===== src/rtl/scspr_pkg.sv =====
// shared constants, types and state codes of the second-chance page replacer
package scspr_pkg;

  // sizes of the page and frame tables
  localparam int PAGE_W     = 6;
  localparam int FRAME_W    = 5;
  localparam int NUM_PAGES  = 1 << PAGE_W;
  localparam int NUM_FRAMES = 1 << FRAME_W;
  localparam int CNT_W      = $clog2(NUM_FRAMES + 1);
  localparam int CFG_W      = 7;
  localparam int SRC_W      = 2;

  // fill source codes
  localparam logic [SRC_W-1:0] SRC_RESIDENT = 2'd0;
  localparam logic [SRC_W-1:0] SRC_EXEC     = 2'd1;
  localparam logic [SRC_W-1:0] SRC_SWAP     = 2'd2;
  localparam logic [SRC_W-1:0] SRC_ZERO     = 2'd3;

  // one page table word
  typedef struct packed {
    logic [FRAME_W-1:0] frame;
    logic               use_bit;
    logic               dirty;
    logic               in_swap;
  } pte_t;

  localparam int PTE_W = $bits(pte_t);

  // one result, as handed from the core to the output register
  typedef struct packed {
    logic               write_back;
    logic [PAGE_W-1:0]  victim_page;
    logic               evicted;
    logic [SRC_W-1:0]   fill_source;
    logic [FRAME_W-1:0] frame;
    logic               hit;
  } res_t;

  // sequencer states
  typedef enum logic [5:0] {
    ST_IDLE  = 6'b000001,
    ST_LOOK  = 6'b000010,
    ST_SWO   = 6'b000100,
    ST_SWP   = 6'b001000,
    ST_FILL  = 6'b010000,
    ST_OUT   = 6'b100000
  } state_t;

endpackage


===== src/rtl/scspr_ram.sv =====
// generic single write port ram with one registered read port
module scspr_ram #(
  parameter int WIDTH = 8,
  parameter int DEPTH = 32
) (
  input  logic                     clk,
  input  logic                     we,
  input  logic [$clog2(DEPTH)-1:0] waddr,
  input  logic [WIDTH-1:0]         wdata,
  input  logic [$clog2(DEPTH)-1:0] raddr,
  output logic [WIDTH-1:0]         rdata
);

  logic [WIDTH-1:0] mem [DEPTH];

  // write port
  always_ff @(posedge clk) begin
    if (we) begin
      mem[waddr] <= wdata;
    end
  end

  // registered read
  always_ff @(posedge clk) begin
    rdata <= mem[raddr];
  end

endmodule


===== src/rtl/scspr_core.sv =====
// table sequencer: page lookup, free frame allocation and clock sweep
module scspr_core (
  input  logic                              clk,
  input  logic                              rst_n,
  input  logic [scspr_pkg::CFG_W-1:0]       first_blank_page,
  input  logic                              req_valid,
  output logic                              req_ready,
  input  logic [scspr_pkg::PAGE_W-1:0]      req_page,
  input  logic                              req_write,
  output logic                              res_valid,
  input  logic                              res_ready,
  output scspr_pkg::res_t                   res
);

  localparam int PW = scspr_pkg::PAGE_W;
  localparam int FW = scspr_pkg::FRAME_W;

  scspr_pkg::state_t state_r, state_nxt;

  logic [PW-1:0]                 page_r;
  logic                          wr_r;
  logic                          swap_r, swap_nxt;
  logic [FW-1:0]                 hand_r, hand_nxt, hand_inc;
  logic [scspr_pkg::CNT_W-1:0]   cnt_r, cnt_nxt;
  logic [scspr_pkg::NUM_PAGES-1:0] valid_r, valid_nxt;
  logic [scspr_pkg::NUM_PAGES-1:0] written_r, written_nxt;
  scspr_pkg::res_t               res_r, res_nxt;

  // page table ram signals
  logic                          pt_we;
  logic [PW-1:0]                 pt_waddr;
  scspr_pkg::pte_t               pt_wdata;
  logic [PW-1:0]                 pt_raddr, pt_raddr_r;
  logic [scspr_pkg::PTE_W-1:0]   pt_rdata;
  scspr_pkg::pte_t               pte;

  // frame owner ram signals
  logic                          fo_we;
  logic [FW-1:0]                 fo_waddr;
  logic [PW-1:0]                 fo_wdata;
  logic [PW-1:0]                 fo_rdata;

  scspr_ram #(.WIDTH(scspr_pkg::PTE_W), .DEPTH(scspr_pkg::NUM_PAGES)) u_page_ram (
    .clk   (clk),
    .we    (pt_we),
    .waddr (pt_waddr),
    .wdata (pt_wdata),
    .raddr (pt_raddr),
    .rdata (pt_rdata)
  );

  scspr_ram #(.WIDTH(PW), .DEPTH(scspr_pkg::NUM_FRAMES)) u_owner_ram (
    .clk   (clk),
    .we    (fo_we),
    .waddr (fo_waddr),
    .wdata (fo_wdata),
    .raddr (hand_nxt),
    .rdata (fo_rdata)
  );

  // entries never written read as zero
  assign pte = written_r[pt_raddr_r] ? scspr_pkg::pte_t'(pt_rdata) : '0;

  // page ram read address: owner during the sweep, else the incoming page
  assign pt_raddr = (state_r == scspr_pkg::ST_SWO) ? fo_rdata : req_page;

  assign hand_inc = (hand_r == FW'(scspr_pkg::NUM_FRAMES - 1)) ? '0 : hand_r + 1'b1;

  assign req_ready = (state_r == scspr_pkg::ST_IDLE);
  assign res_valid = (state_r == scspr_pkg::ST_OUT);
  assign res       = res_r;

  // sequencer
  always_comb begin
    state_nxt   = state_r;
    swap_nxt    = swap_r;
    hand_nxt    = hand_r;
    cnt_nxt     = cnt_r;
    valid_nxt   = valid_r;
    written_nxt = written_r;
    res_nxt     = res_r;
    pt_we       = 1'b0;
    pt_waddr    = page_r;
    pt_wdata    = '0;
    fo_we       = 1'b0;
    fo_waddr    = res_r.frame;
    fo_wdata    = page_r;
    case (state_r)
      scspr_pkg::ST_IDLE: begin
        if (req_valid) begin
          state_nxt = scspr_pkg::ST_LOOK;
        end
      end
      scspr_pkg::ST_LOOK: begin
        res_nxt = '0;
        if (valid_r[page_r]) begin
          // hit: mark used, and dirty on a write
          pt_we               = 1'b1;
          pt_wdata            = pte;
          pt_wdata.use_bit    = 1'b1;
          pt_wdata.dirty      = pte.dirty | wr_r;
          res_nxt.hit         = 1'b1;
          res_nxt.frame       = pte.frame;
          res_nxt.fill_source = scspr_pkg::SRC_RESIDENT;
          state_nxt           = scspr_pkg::ST_OUT;
        end else begin
          swap_nxt = pte.in_swap;
          if (cnt_r < scspr_pkg::CNT_W'(scspr_pkg::NUM_FRAMES)) begin
            // frames are never freed, so the lowest free one is the fill count
            res_nxt.frame = cnt_r[FW-1:0];
            cnt_nxt       = cnt_r + 1'b1;
            state_nxt     = scspr_pkg::ST_FILL;
          end else begin
            state_nxt = scspr_pkg::ST_SWO;
          end
        end
      end
      scspr_pkg::ST_SWO: begin
        // page table entry of the owner of the frame under the hand is now read from the page ram
        state_nxt = scspr_pkg::ST_SWP;
      end
      scspr_pkg::ST_SWP: begin
        pt_we    = 1'b1;
        pt_waddr = pt_raddr_r;
        pt_wdata = pte;
        pt_wdata.use_bit = 1'b0;
        hand_nxt = hand_inc;
        if (pte.use_bit) begin
          // second chance: clear use and move on
          state_nxt = scspr_pkg::ST_SWO;
        end else begin
          // victim found
          pt_wdata.dirty          = 1'b0;
          pt_wdata.in_swap        = pte.in_swap | pte.dirty;
          valid_nxt[pt_raddr_r]   = 1'b0;
          res_nxt.frame           = hand_r;
          res_nxt.evicted         = 1'b1;
          res_nxt.victim_page     = pt_raddr_r;
          res_nxt.write_back      = pte.dirty;
          state_nxt               = scspr_pkg::ST_FILL;
        end
      end
      scspr_pkg::ST_FILL: begin
        // install the new page and record its frame owner
        pt_we            = 1'b1;
        pt_waddr         = page_r;
        pt_wdata.frame   = res_r.frame;
        pt_wdata.use_bit = 1'b1;
        pt_wdata.dirty   = wr_r;
        pt_wdata.in_swap = 1'b0;
        valid_nxt[page_r]   = 1'b1;
        written_nxt[page_r] = 1'b1;
        fo_we = 1'b1;
        if (swap_r) begin
          res_nxt.fill_source = scspr_pkg::SRC_SWAP;
        end else if ({1'b0, page_r} < first_blank_page) begin
          res_nxt.fill_source = scspr_pkg::SRC_EXEC;
        end else begin
          res_nxt.fill_source = scspr_pkg::SRC_ZERO;
        end
        state_nxt = scspr_pkg::ST_OUT;
      end
      scspr_pkg::ST_OUT: begin
        if (res_ready) begin
          state_nxt = scspr_pkg::ST_IDLE;
        end
      end
      default: begin
        state_nxt = scspr_pkg::ST_IDLE;
      end
    endcase
  end

  // control state
  always_ff @(posedge clk) begin
    if (!rst_n) begin
      state_r   <= scspr_pkg::ST_IDLE;
      hand_r    <= '0;
      cnt_r     <= '0;
      valid_r   <= '0;
      written_r <= '0;
    end else begin
      state_r   <= state_nxt;
      hand_r    <= hand_nxt;
      cnt_r     <= cnt_nxt;
      valid_r   <= valid_nxt;
      written_r <= written_nxt;
    end
  end

  // request payload and working registers
  always_ff @(posedge clk) begin
    if (req_valid && req_ready) begin
      page_r <= req_page;
      wr_r   <= req_write;
    end
    pt_raddr_r <= pt_raddr;
    swap_r     <= swap_nxt;
    res_r      <= res_nxt;
  end

endmodule


===== src/rtl/second_chance_page_replacer_unit.sv =====
// top level of the second-chance page replacer: ports, config register, output register
//
// Usage:
//   in_*  : one request per page access; in_tdata[5:0] page, [6] is_write.
//   out_* : one result per request, in request order (see out_tdata fields).
//   cfg_* : writes first_blank_page; only while no request is in flight.
// Flow:
//   A request is taken only while the sequencer is idle, so a new request
//   is not taken until the previous result has left the sequencer. A hit
//   goes from the lookup state to the result state; a miss with a free
//   frame passes through the fill state between them. A miss with all
//   frames taken runs the clock sweep: the owner ram read followed by the
//   page ram read for each frame, with at most 32 use bits cleared.
// Reset (rst_n low, synchronous): all pages non-resident, no frames taken,
//   clock hand and first_blank_page zero, output register empty.
// Stall: the output register holds its result while out_tready is low;
//   the next request may be accepted, but its result waits until the
//   output register is free.
module second_chance_page_replacer_unit (
  input  logic        clk,
  input  logic        rst_n,
  // request: [5:0] page, [6] is_write, [7] zero
  input  logic        in_tvalid,
  output logic        in_tready,
  input  logic [7:0]  in_tdata,
  // result: [0] hit, [5:1] frame, [7:6] fill_source, [8] evicted,
  //         [14:9] victim_page, [15] write_back
  output logic        out_tvalid,
  input  logic        out_tready,
  output logic [15:0] out_tdata,
  // configuration: [6:0] first_blank_page
  input  logic        cfg_valid,
  output logic        cfg_ready,
  input  logic [6:0]  cfg_data
);

  logic [scspr_pkg::CFG_W-1:0] fbp_r;
  logic                        out_valid_r;
  scspr_pkg::res_t             out_r;
  logic                        res_valid;
  logic                        res_ready;
  scspr_pkg::res_t             res;

  // configuration register
  assign cfg_ready = 1'b1;

  always_ff @(posedge clk) begin
    if (!rst_n) begin
      fbp_r <= '0;
    end else if (cfg_valid) begin
      fbp_r <= cfg_data;
    end
  end

  scspr_core u_core (
    .clk              (clk),
    .rst_n            (rst_n),
    .first_blank_page (fbp_r),
    .req_valid        (in_tvalid),
    .req_ready        (in_tready),
    .req_page         (in_tdata[scspr_pkg::PAGE_W-1:0]),
    .req_write        (in_tdata[scspr_pkg::PAGE_W]),
    .res_valid        (res_valid),
    .res_ready        (res_ready),
    .res              (res)
  );

  // output register
  assign res_ready = !out_valid_r || out_tready;

  always_ff @(posedge clk) begin
    if (!rst_n) begin
      out_valid_r <= 1'b0;
    end else if (res_ready) begin
      out_valid_r <= res_valid;
    end
  end

  always_ff @(posedge clk) begin
    if (res_ready && res_valid) begin
      out_r <= res;
    end
  end

  assign out_tvalid = out_valid_r;
  assign out_tdata  = out_r;

endmodule


===== config.mk =====
export PLATFORM = sky130hd
export DESIGN_NAME = second_chance_page_replacer_unit
export DESIGN_NICKNAME = d
export VERILOG_FILES = /design/src/rtl/scspr_pkg.sv /design/src/rtl/scspr_ram.sv /design/src/rtl/scspr_core.sv /design/src/rtl/second_chance_page_replacer_unit.sv
export SDC_FILE = /design/constraint.sdc
export NUM_CORES = 1
export LEC_CHECK = 0
export CAP_MARGIN = 20
export CORE_MARGIN = 2
export CORE_UTILIZATION = 40
export CTS_BUF_LIST = sky130_fd_sc_hd__clkbuf_8
export DETAILED_ROUTE_END_ITERATION = 10
export DONT_BUFFER_PORTS = 1
export MAX_ROUTING_LAYER = met4
export PLACE_DENSITY = 0.56
export SYNTH_ARGS = -nofsm -noshare
export SYNTH_HDL_FRONTEND = slang
export SYNTH_SLANG_ARGS = --single-unit

===== constraint.sdc =====
create_clock -name clk -period 16.45 [get_ports clk]
set_input_delay 1.645 -clock clk [delete_from_list [all_inputs] [get_ports clk]]
set_output_delay 1.645 -clock clk [all_outputs]
set_load 0.01 [all_outputs]

# Yosys cells after proc, flatten, opt, wreduce, memory -nomap -nowiden
# Memories as Yosys holds them, arrays and structs flattened. A register that Yosys moved wholly into a read port is not among the register bits.
# Cells that the tools add are included.
[totals]
reg_bits = 199
input_bits = 20
out_inout_bits = 19
n_memories = 2
elab_cells = 105
mem_bits_rw = 704
[op_classes]
bitwise = 7
eq_ne = 10
magnitude_cmp = 6
reduce_logical = 15
muxes = 40
add_sub_neg = 2
[memory_table]
columns = ["memory", "words", "width", "read_ports", "rd_ports_with_merged_regs", "write_ports", "line_no", "text"]
rows = [
  ["u_core.u_page_ram.mem", 64, 8, 1, 1, 1, "scspr_ram.sv:14", "logic [WIDTH-1:0] mem [DEPTH];"],
  ["u_core.u_owner_ram.mem", 32, 6, 1, 1, 1, "scspr_ram.sv:14", ""],
]
[op_table]
columns = ["operator", "n"]
rows = [
  ["OR 64 bit", 2],
  ["case mux 64 bit (2 select lines)", 1],
  ["AND 64 bit", 1],
  ["2-to-1 mux 64 bit", 1],
  ["inverter 64 bit", 1],
  ["case mux 6 bit (6 select lines)", 1],
  ["2-to-1 mux 5 bit", 7],
  ["2-to-1 mux 6 bit", 5],
  ["2-to-1 mux 8 bit", 3],
  ["case mux 8 bit (3 select lines)", 1],
  ["case mux 8 bit (2 select lines)", 1],
  ["less-than comparator 6 x 7 -> 1 bit (second input constant)", 2],
  ["binary-select mux 1 bit (select 6 bit)", 2],
  ["demux 1 bit (select 6 bit)", 2],
  [">= comparator 6 x 1 -> 1 bit (second input constant)", 2],
  ["2-to-1 mux 1 bit", 10],
  ["case mux 5 bit (2 select lines)", 1],
  ["AND reduction 2 bit", 4],
  ["less-than comparator 6 x 7 -> 1 bit", 1],
  ["adder 6 x 1 -> 6 bit (second input constant)", 1],
  ["equality test 6 x 1 -> 1 bit (second input constant)", 1],
  ["equality test 6 x 2 -> 1 bit (second input constant)", 1],
  ["equality test 6 x 3 -> 1 bit (second input constant)", 1],
  ["equality test 6 x 4 -> 1 bit (second input constant)", 1],
  ["other kinds (18)", 27],
]

# Longest topological paths before layout
[depth]
word_depth = 8
ltp_mapped = 13
ltp_nobuf = 9

# Cells and area by module
# From an unflattened synthesis, not the netlist that was laid out.
[unflattened]
cells_unflattened = 2162
hier_area_um2 = 36597.6
[modules_own_cells]
columns = ["module", "n_inst", "cells_per_inst", "seq_area_each_um2", "area_each_um2"]
rows = [
  ["scspr_ram at u_core.u_page_ram", 1, 940, 15534.9, 20166.8],
  ["scspr_core", 1, 854, 3743.6, 8040.2],
  ["scspr_ram at u_core.u_owner_ram", 1, 323, 5885.6, 7589.8],
  ["second_chance_page_replacer_unit", 1, 45, 640.6, 800.8],
]

# Worst setup path before layout
# Ideal clock, no wire load.
[synth_timing]
path_kind = "register to register"
from = "register u_core.page_r[1] (netlist: u_core.fo_wdata[1])"
to = "memory u_core.u_page_ram.mem[0][1] (data pin)"
stages_incl_launch_ff = 11
arrival_time_ps = 6074
setup_slack_ps = 10001
n_path_buf = 4
setup_ps = 375
t_required_ps = 16075
synth_period_minus_slack_ps = 6449
path_cell_list = "edfxtp_1 -> buf_2 -> buf_2 -> buf_1 -> nand4_1 -> a41oi_1 -> a22oi_4 -> and2_4 -> buf_12 -> o21ai_0 -> a32o_1"
[synth_rtl]
columns = ["item", "line_no", "text"]
rows = [
  ["from (decl)", "scspr_core.sv:20", "logic [PW-1:0] page_r;"],
  ["from (signal assigned)", "scspr_core.sv:194", "page_r <= req_page;"],
  ["to (decl)", "scspr_ram.sv:14", ""],
]

==> flow_metrics.env <==
export IMPL_outcome="finished clean"
export IMPL_avgSynthCellArea_um2=13.8
export IMPL_crit_family="buffers and inverters"
export IMPL_grt_total_usage_pct=20.9
export IMPL_final_fill_count=8042
export IMPL_die_area_um2=93900
export IMPL_via_per_inst=5.67
export IMPL_cts_reportedPaths_clkPinSlew_ns=0.06
export IMPL_min_period_ns=5.31
export IMPL_tightestPinTransition_ns=1.11
export IMPL_synthSimpleGateAreaFrac_pct=11.5
export IMPL_port_buffers=0
export IMPL_p_per_area_nw_per_um2=113
export IMPL_synth_fa_ha_area_share_pct=0.273
export IMPL_yosysMostFrequentCell="edfxtp_1"
export IMPL_fin_crit_sh_pct=32.3
export IMPL_cts_root_buf="clkbuf_8"
export IMPL_yosysSeqAreaShare_pct=70.5
export IMPL_initial_core_util_pct=40.5
export IMPL_r2r_slack_ns=11.14
export IMPL_synth_xor_area_share_pct=0.0479
export IMPL_maxCapViolations=0
export IMPL_gp_congestion=0.848
export IMPL_grt_max_degree=85
export IMPL_timing_setup_tns_ns=0
export IMPL_core_area_um2=90300
export IMPL_grt_antenna_before_repair=2
export IMPL_fin_skew_ns=0.0559
export IMPL_hold_viol_final=0
export IMPL_cts_htree_levels=4
export IMPL_ctsResizeCount=0
export IMPL_ctsLongestPathBuffers=3
export IMPL_fp_row_count=110
export IMPL_clk_latency_ns=0.85
export IMPL_yosysTopAreaCellShare_pct=61.0
export IMPL_synth_nets=2687
export IMPL_slew_headroom_pct=23.9
export IMPL_layout_setup_ws_ns=11.14
export IMPL_cts_tree="done"
export IMPL_slowest_delay_ns=0.85
export IMPL_synth_top_area_cell="edfxtp_1"
export IMPL_worst_setup_path_end_kind="register"
export IMPL_wirelength_mm=96.1
export IMPL_postPlaceCellArea_um2=38100
export IMPL_grt_overflow_total=0
export IMPL_slowest_stage="edfxtp_1"
export IMPL_cp_required_ns=16.96
export IMPL_synth_top_cells_by_count="edfxtp_1 (744), nand2_1 (420), nor2_1 (252), dfxtp_1 (173), a21oi_1 (136)"
export IMPL_whs_ns=0.407
export IMPL_fmaxAchievable_ghz=0.188
export IMPL_synth_warnings=0
export IMPL_rsz0062_at_grt="no"
export IMPL_synth_compound_area_share_pct=8.01
export IMPL_die_x_um=307
export IMPL_ant_nets=0
export IMPL_synthMuxAreaShare_pct=7.19
export IMPL_synth_area_um2=36600
export IMPL_cp_data_arrival_time_ns=5.82
export IMPL_synthArstFlopShare_pct=0
export IMPL_hp_class="register to register"
export IMPL_crit_chain="buf_4 > nor2b_1 > a32oi_1 > a311oi_1 > a21oi_2 > and2_4 > o21ai_4 > buf_4 > a32o_2 > buf_4"
export IMPL_first_global_vias=22507
export IMPL_path_buf_inv=3
export IMPL_peakVddDrop_v=0.0000767
export IMPL_synthFlopType="edfxtp_1"
export IMPL_cts_sinks=917
export IMPL_finish_net_count=2785
export IMPL_synth_seq_cells=917
export IMPL_ios=39
export IMPL_place_ws_ns=11.23
export IMPL_cpMostUsedCell="buf_4"
export IMPL_drtIter0Drc=2511
export IMPL_rr_endpoint="u_core.u_page_ram.mem[60][1]"
export IMPL_worstSetupEndpoint="u_core.u_page_ram.mem[60][1]"
export IMPL_setup_violations=0
export IMPL_crit_start="u_core.fo_wdata[0]"
export IMPL_holdBufCountCts=0
export IMPL_worstReg2RegStart="u_core.fo_wdata[0]"
export IMPL_fp_dieH_um=307
export IMPL_area_growth_pct=12.3
export IMPL_synthDistinctLibCells=78
export IMPL_drc=0
export IMPL_synthTopCellsByArea="edfxtp_1 (61%), dfxtp_1 (9.5%), mux4_2 (5.7%), nand2_1 (4.3%), nor2_1 (2.6%)"
export IMPL_synth_edf_count=744
export IMPL_wire_per_inst_um=23.7
export IMPL_firstDrtPassIters=5
export IMPL_design_area_um2=41100
export IMPL_grt_first_pass_wirelength_mm=142
export IMPL_vias=23032
export IMPL_cp_start_kind="register"
export IMPL_syn_inst=2659
export IMPL_drv_slew=0
export IMPL_cts_setup_buffers=0
export IMPL_numCtsBuffers=152
export IMPL_power_total_mw=4.64
export IMPL_worst_setup_path_type="register to register"
export IMPL_synth_top_family_by_area="simple AND/OR/NAND/NOR gates"
export IMPL_crit_fanout=66
export IMPL_drive_gt1_share_pct=15.7
export IMPL_worst_path_stages=10
export IMPL_r2r_cells=10
export IMPL_power_leakage_nw=13.5
export IMPL_place_hpwl_mm=57.5
-- kinds of logic (layout without fill, tap and decap cells) --
| family | after synthesis | count (layout) |
|---|---|---|
| AOI/OAI and AO/OA | 443 | 443 |
| xor gates and xnor gates | 2 | 2 |
| adders and majority gates | 8 | 8 |
| buffers and inverters | 185 | 407 |
| DFF | 917 | 917 |
| muxes | 144 | 144 |
| other | 1 | 3 |
| and+or+nand+nor | 959 | 959 |
-- layer usage --
metal | vias to the layer above | track usage [%] | share of wire [%]
li1 | 10296 | - | -
met1 | 11525 | 28.4 | 43
met2 | 1015 | 31.6 | 46
met3 | 196 | 4.47 | 8.2
met4 | 0 | 6.62 | 2.7
met5 | - | - | 0
-- state kept, by name (all words and copies together), names as in the netlist, 6 cells and up --
name / count
u_core.res: 11
u_core.cnt_r: 6
out_tdata: 16
u_core.u_page_ram.rdata: 8
u_core.u_owner_ram.rdata: 6
u_core.u_owner_ram.mem: 192
fbp_r: 7
u_core.state_r: 6
u_core.valid_r: 64
u_core.fo_wdata: 6
u_core.written_r: 64
u_core.pt_raddr_r: 6
u_core.u_page_ram.mem: 512
-- worst min-delay path by stage --
| stage | from | to | depth (start not counted) |
|---|---|---|---|
| 2_1_floorplan | u_core.res[0] | out_tdata[0] | 0 |
| 3_3_place_gp | u_core.res[6] | out_tdata[6] | 0 |
| 3_5_place_dp | u_core.res[15] | out_tdata[15] | 0 |
| 4_1_cts | u_core.res[15] | out_tdata[15] | 0 |
| 5_1_grt | u_core.res[15] | out_tdata[15] | 0 |
| 6_report | u_core.res[0] | out_tdata[0] | 0 |
-- stage by stage --
| step | util [%] | std cells |
|---|---|---|
| after global placement | 42.0 | 3738 |
| after CTS | 45.4 | 4039 |
| after floorplan | - | 2659 |
| final | 45.5 | 4059 |
| after global routing | 45.5 | 4058 |
| after detailed placement | 42.2 | 3761 |
-- report_power, final --
group | internal, mW | switching [mW] | leakage, nW
Sequential | 2.50 | 0.0141 | 7.25
Clock | 0.990 | 0.932 | 1.72
Combinational | 0.0533 | 0.149 | 4.51
-- cell type report --
class	instances	area, um^2	area share, %
diodes	2	5.00	0.0122
inverters	25	104	0.253
multi-input cells	1557	10000	24.4
clock inverters	116	699	1.70
repair buffers	104	759	1.85
well taps	1176	1470	3.58
flip-flops and latches	917	25800	62.8
clock buffers	162	2230	5.42
-- cell usage in the layout (no fill, tap or decap), types with 6 or more instances in the layout --
cell / instances
a22o_1: 9
nor4_1: 7
o22ai_1: 27
mux2_2: 15
clkbuf_8: 162
a32oi_1: 12
inv_1: 84
nand2b_1: 7
and2_1: 12
or3_1: 8
clkbuf_4: 11
clkinv_2: 10
nand3_1: 102
o21ai_0: 78
o21a_1: 10
mux4_2: 93
nor3_1: 72
ha_1: 8
a21oi_1: 135
a221oi_1: 17
a21o_1: 9
buf_4: 85
nor2_1: 251
o21ai_4: 7
a31oi_1: 56
nand3b_1: 9
a211oi_1: 7
a2111o_1: 7
clkinv_1: 25
nand2_1: 420
nand4_1: 22
a2111oi_0: 21
nor2b_1: 9
edfxtp_1: 744
mux2i_1: 33
dfxtp_1: 172
and3_1: 6
Note: power is estimated with default switching activity, not from simulation.
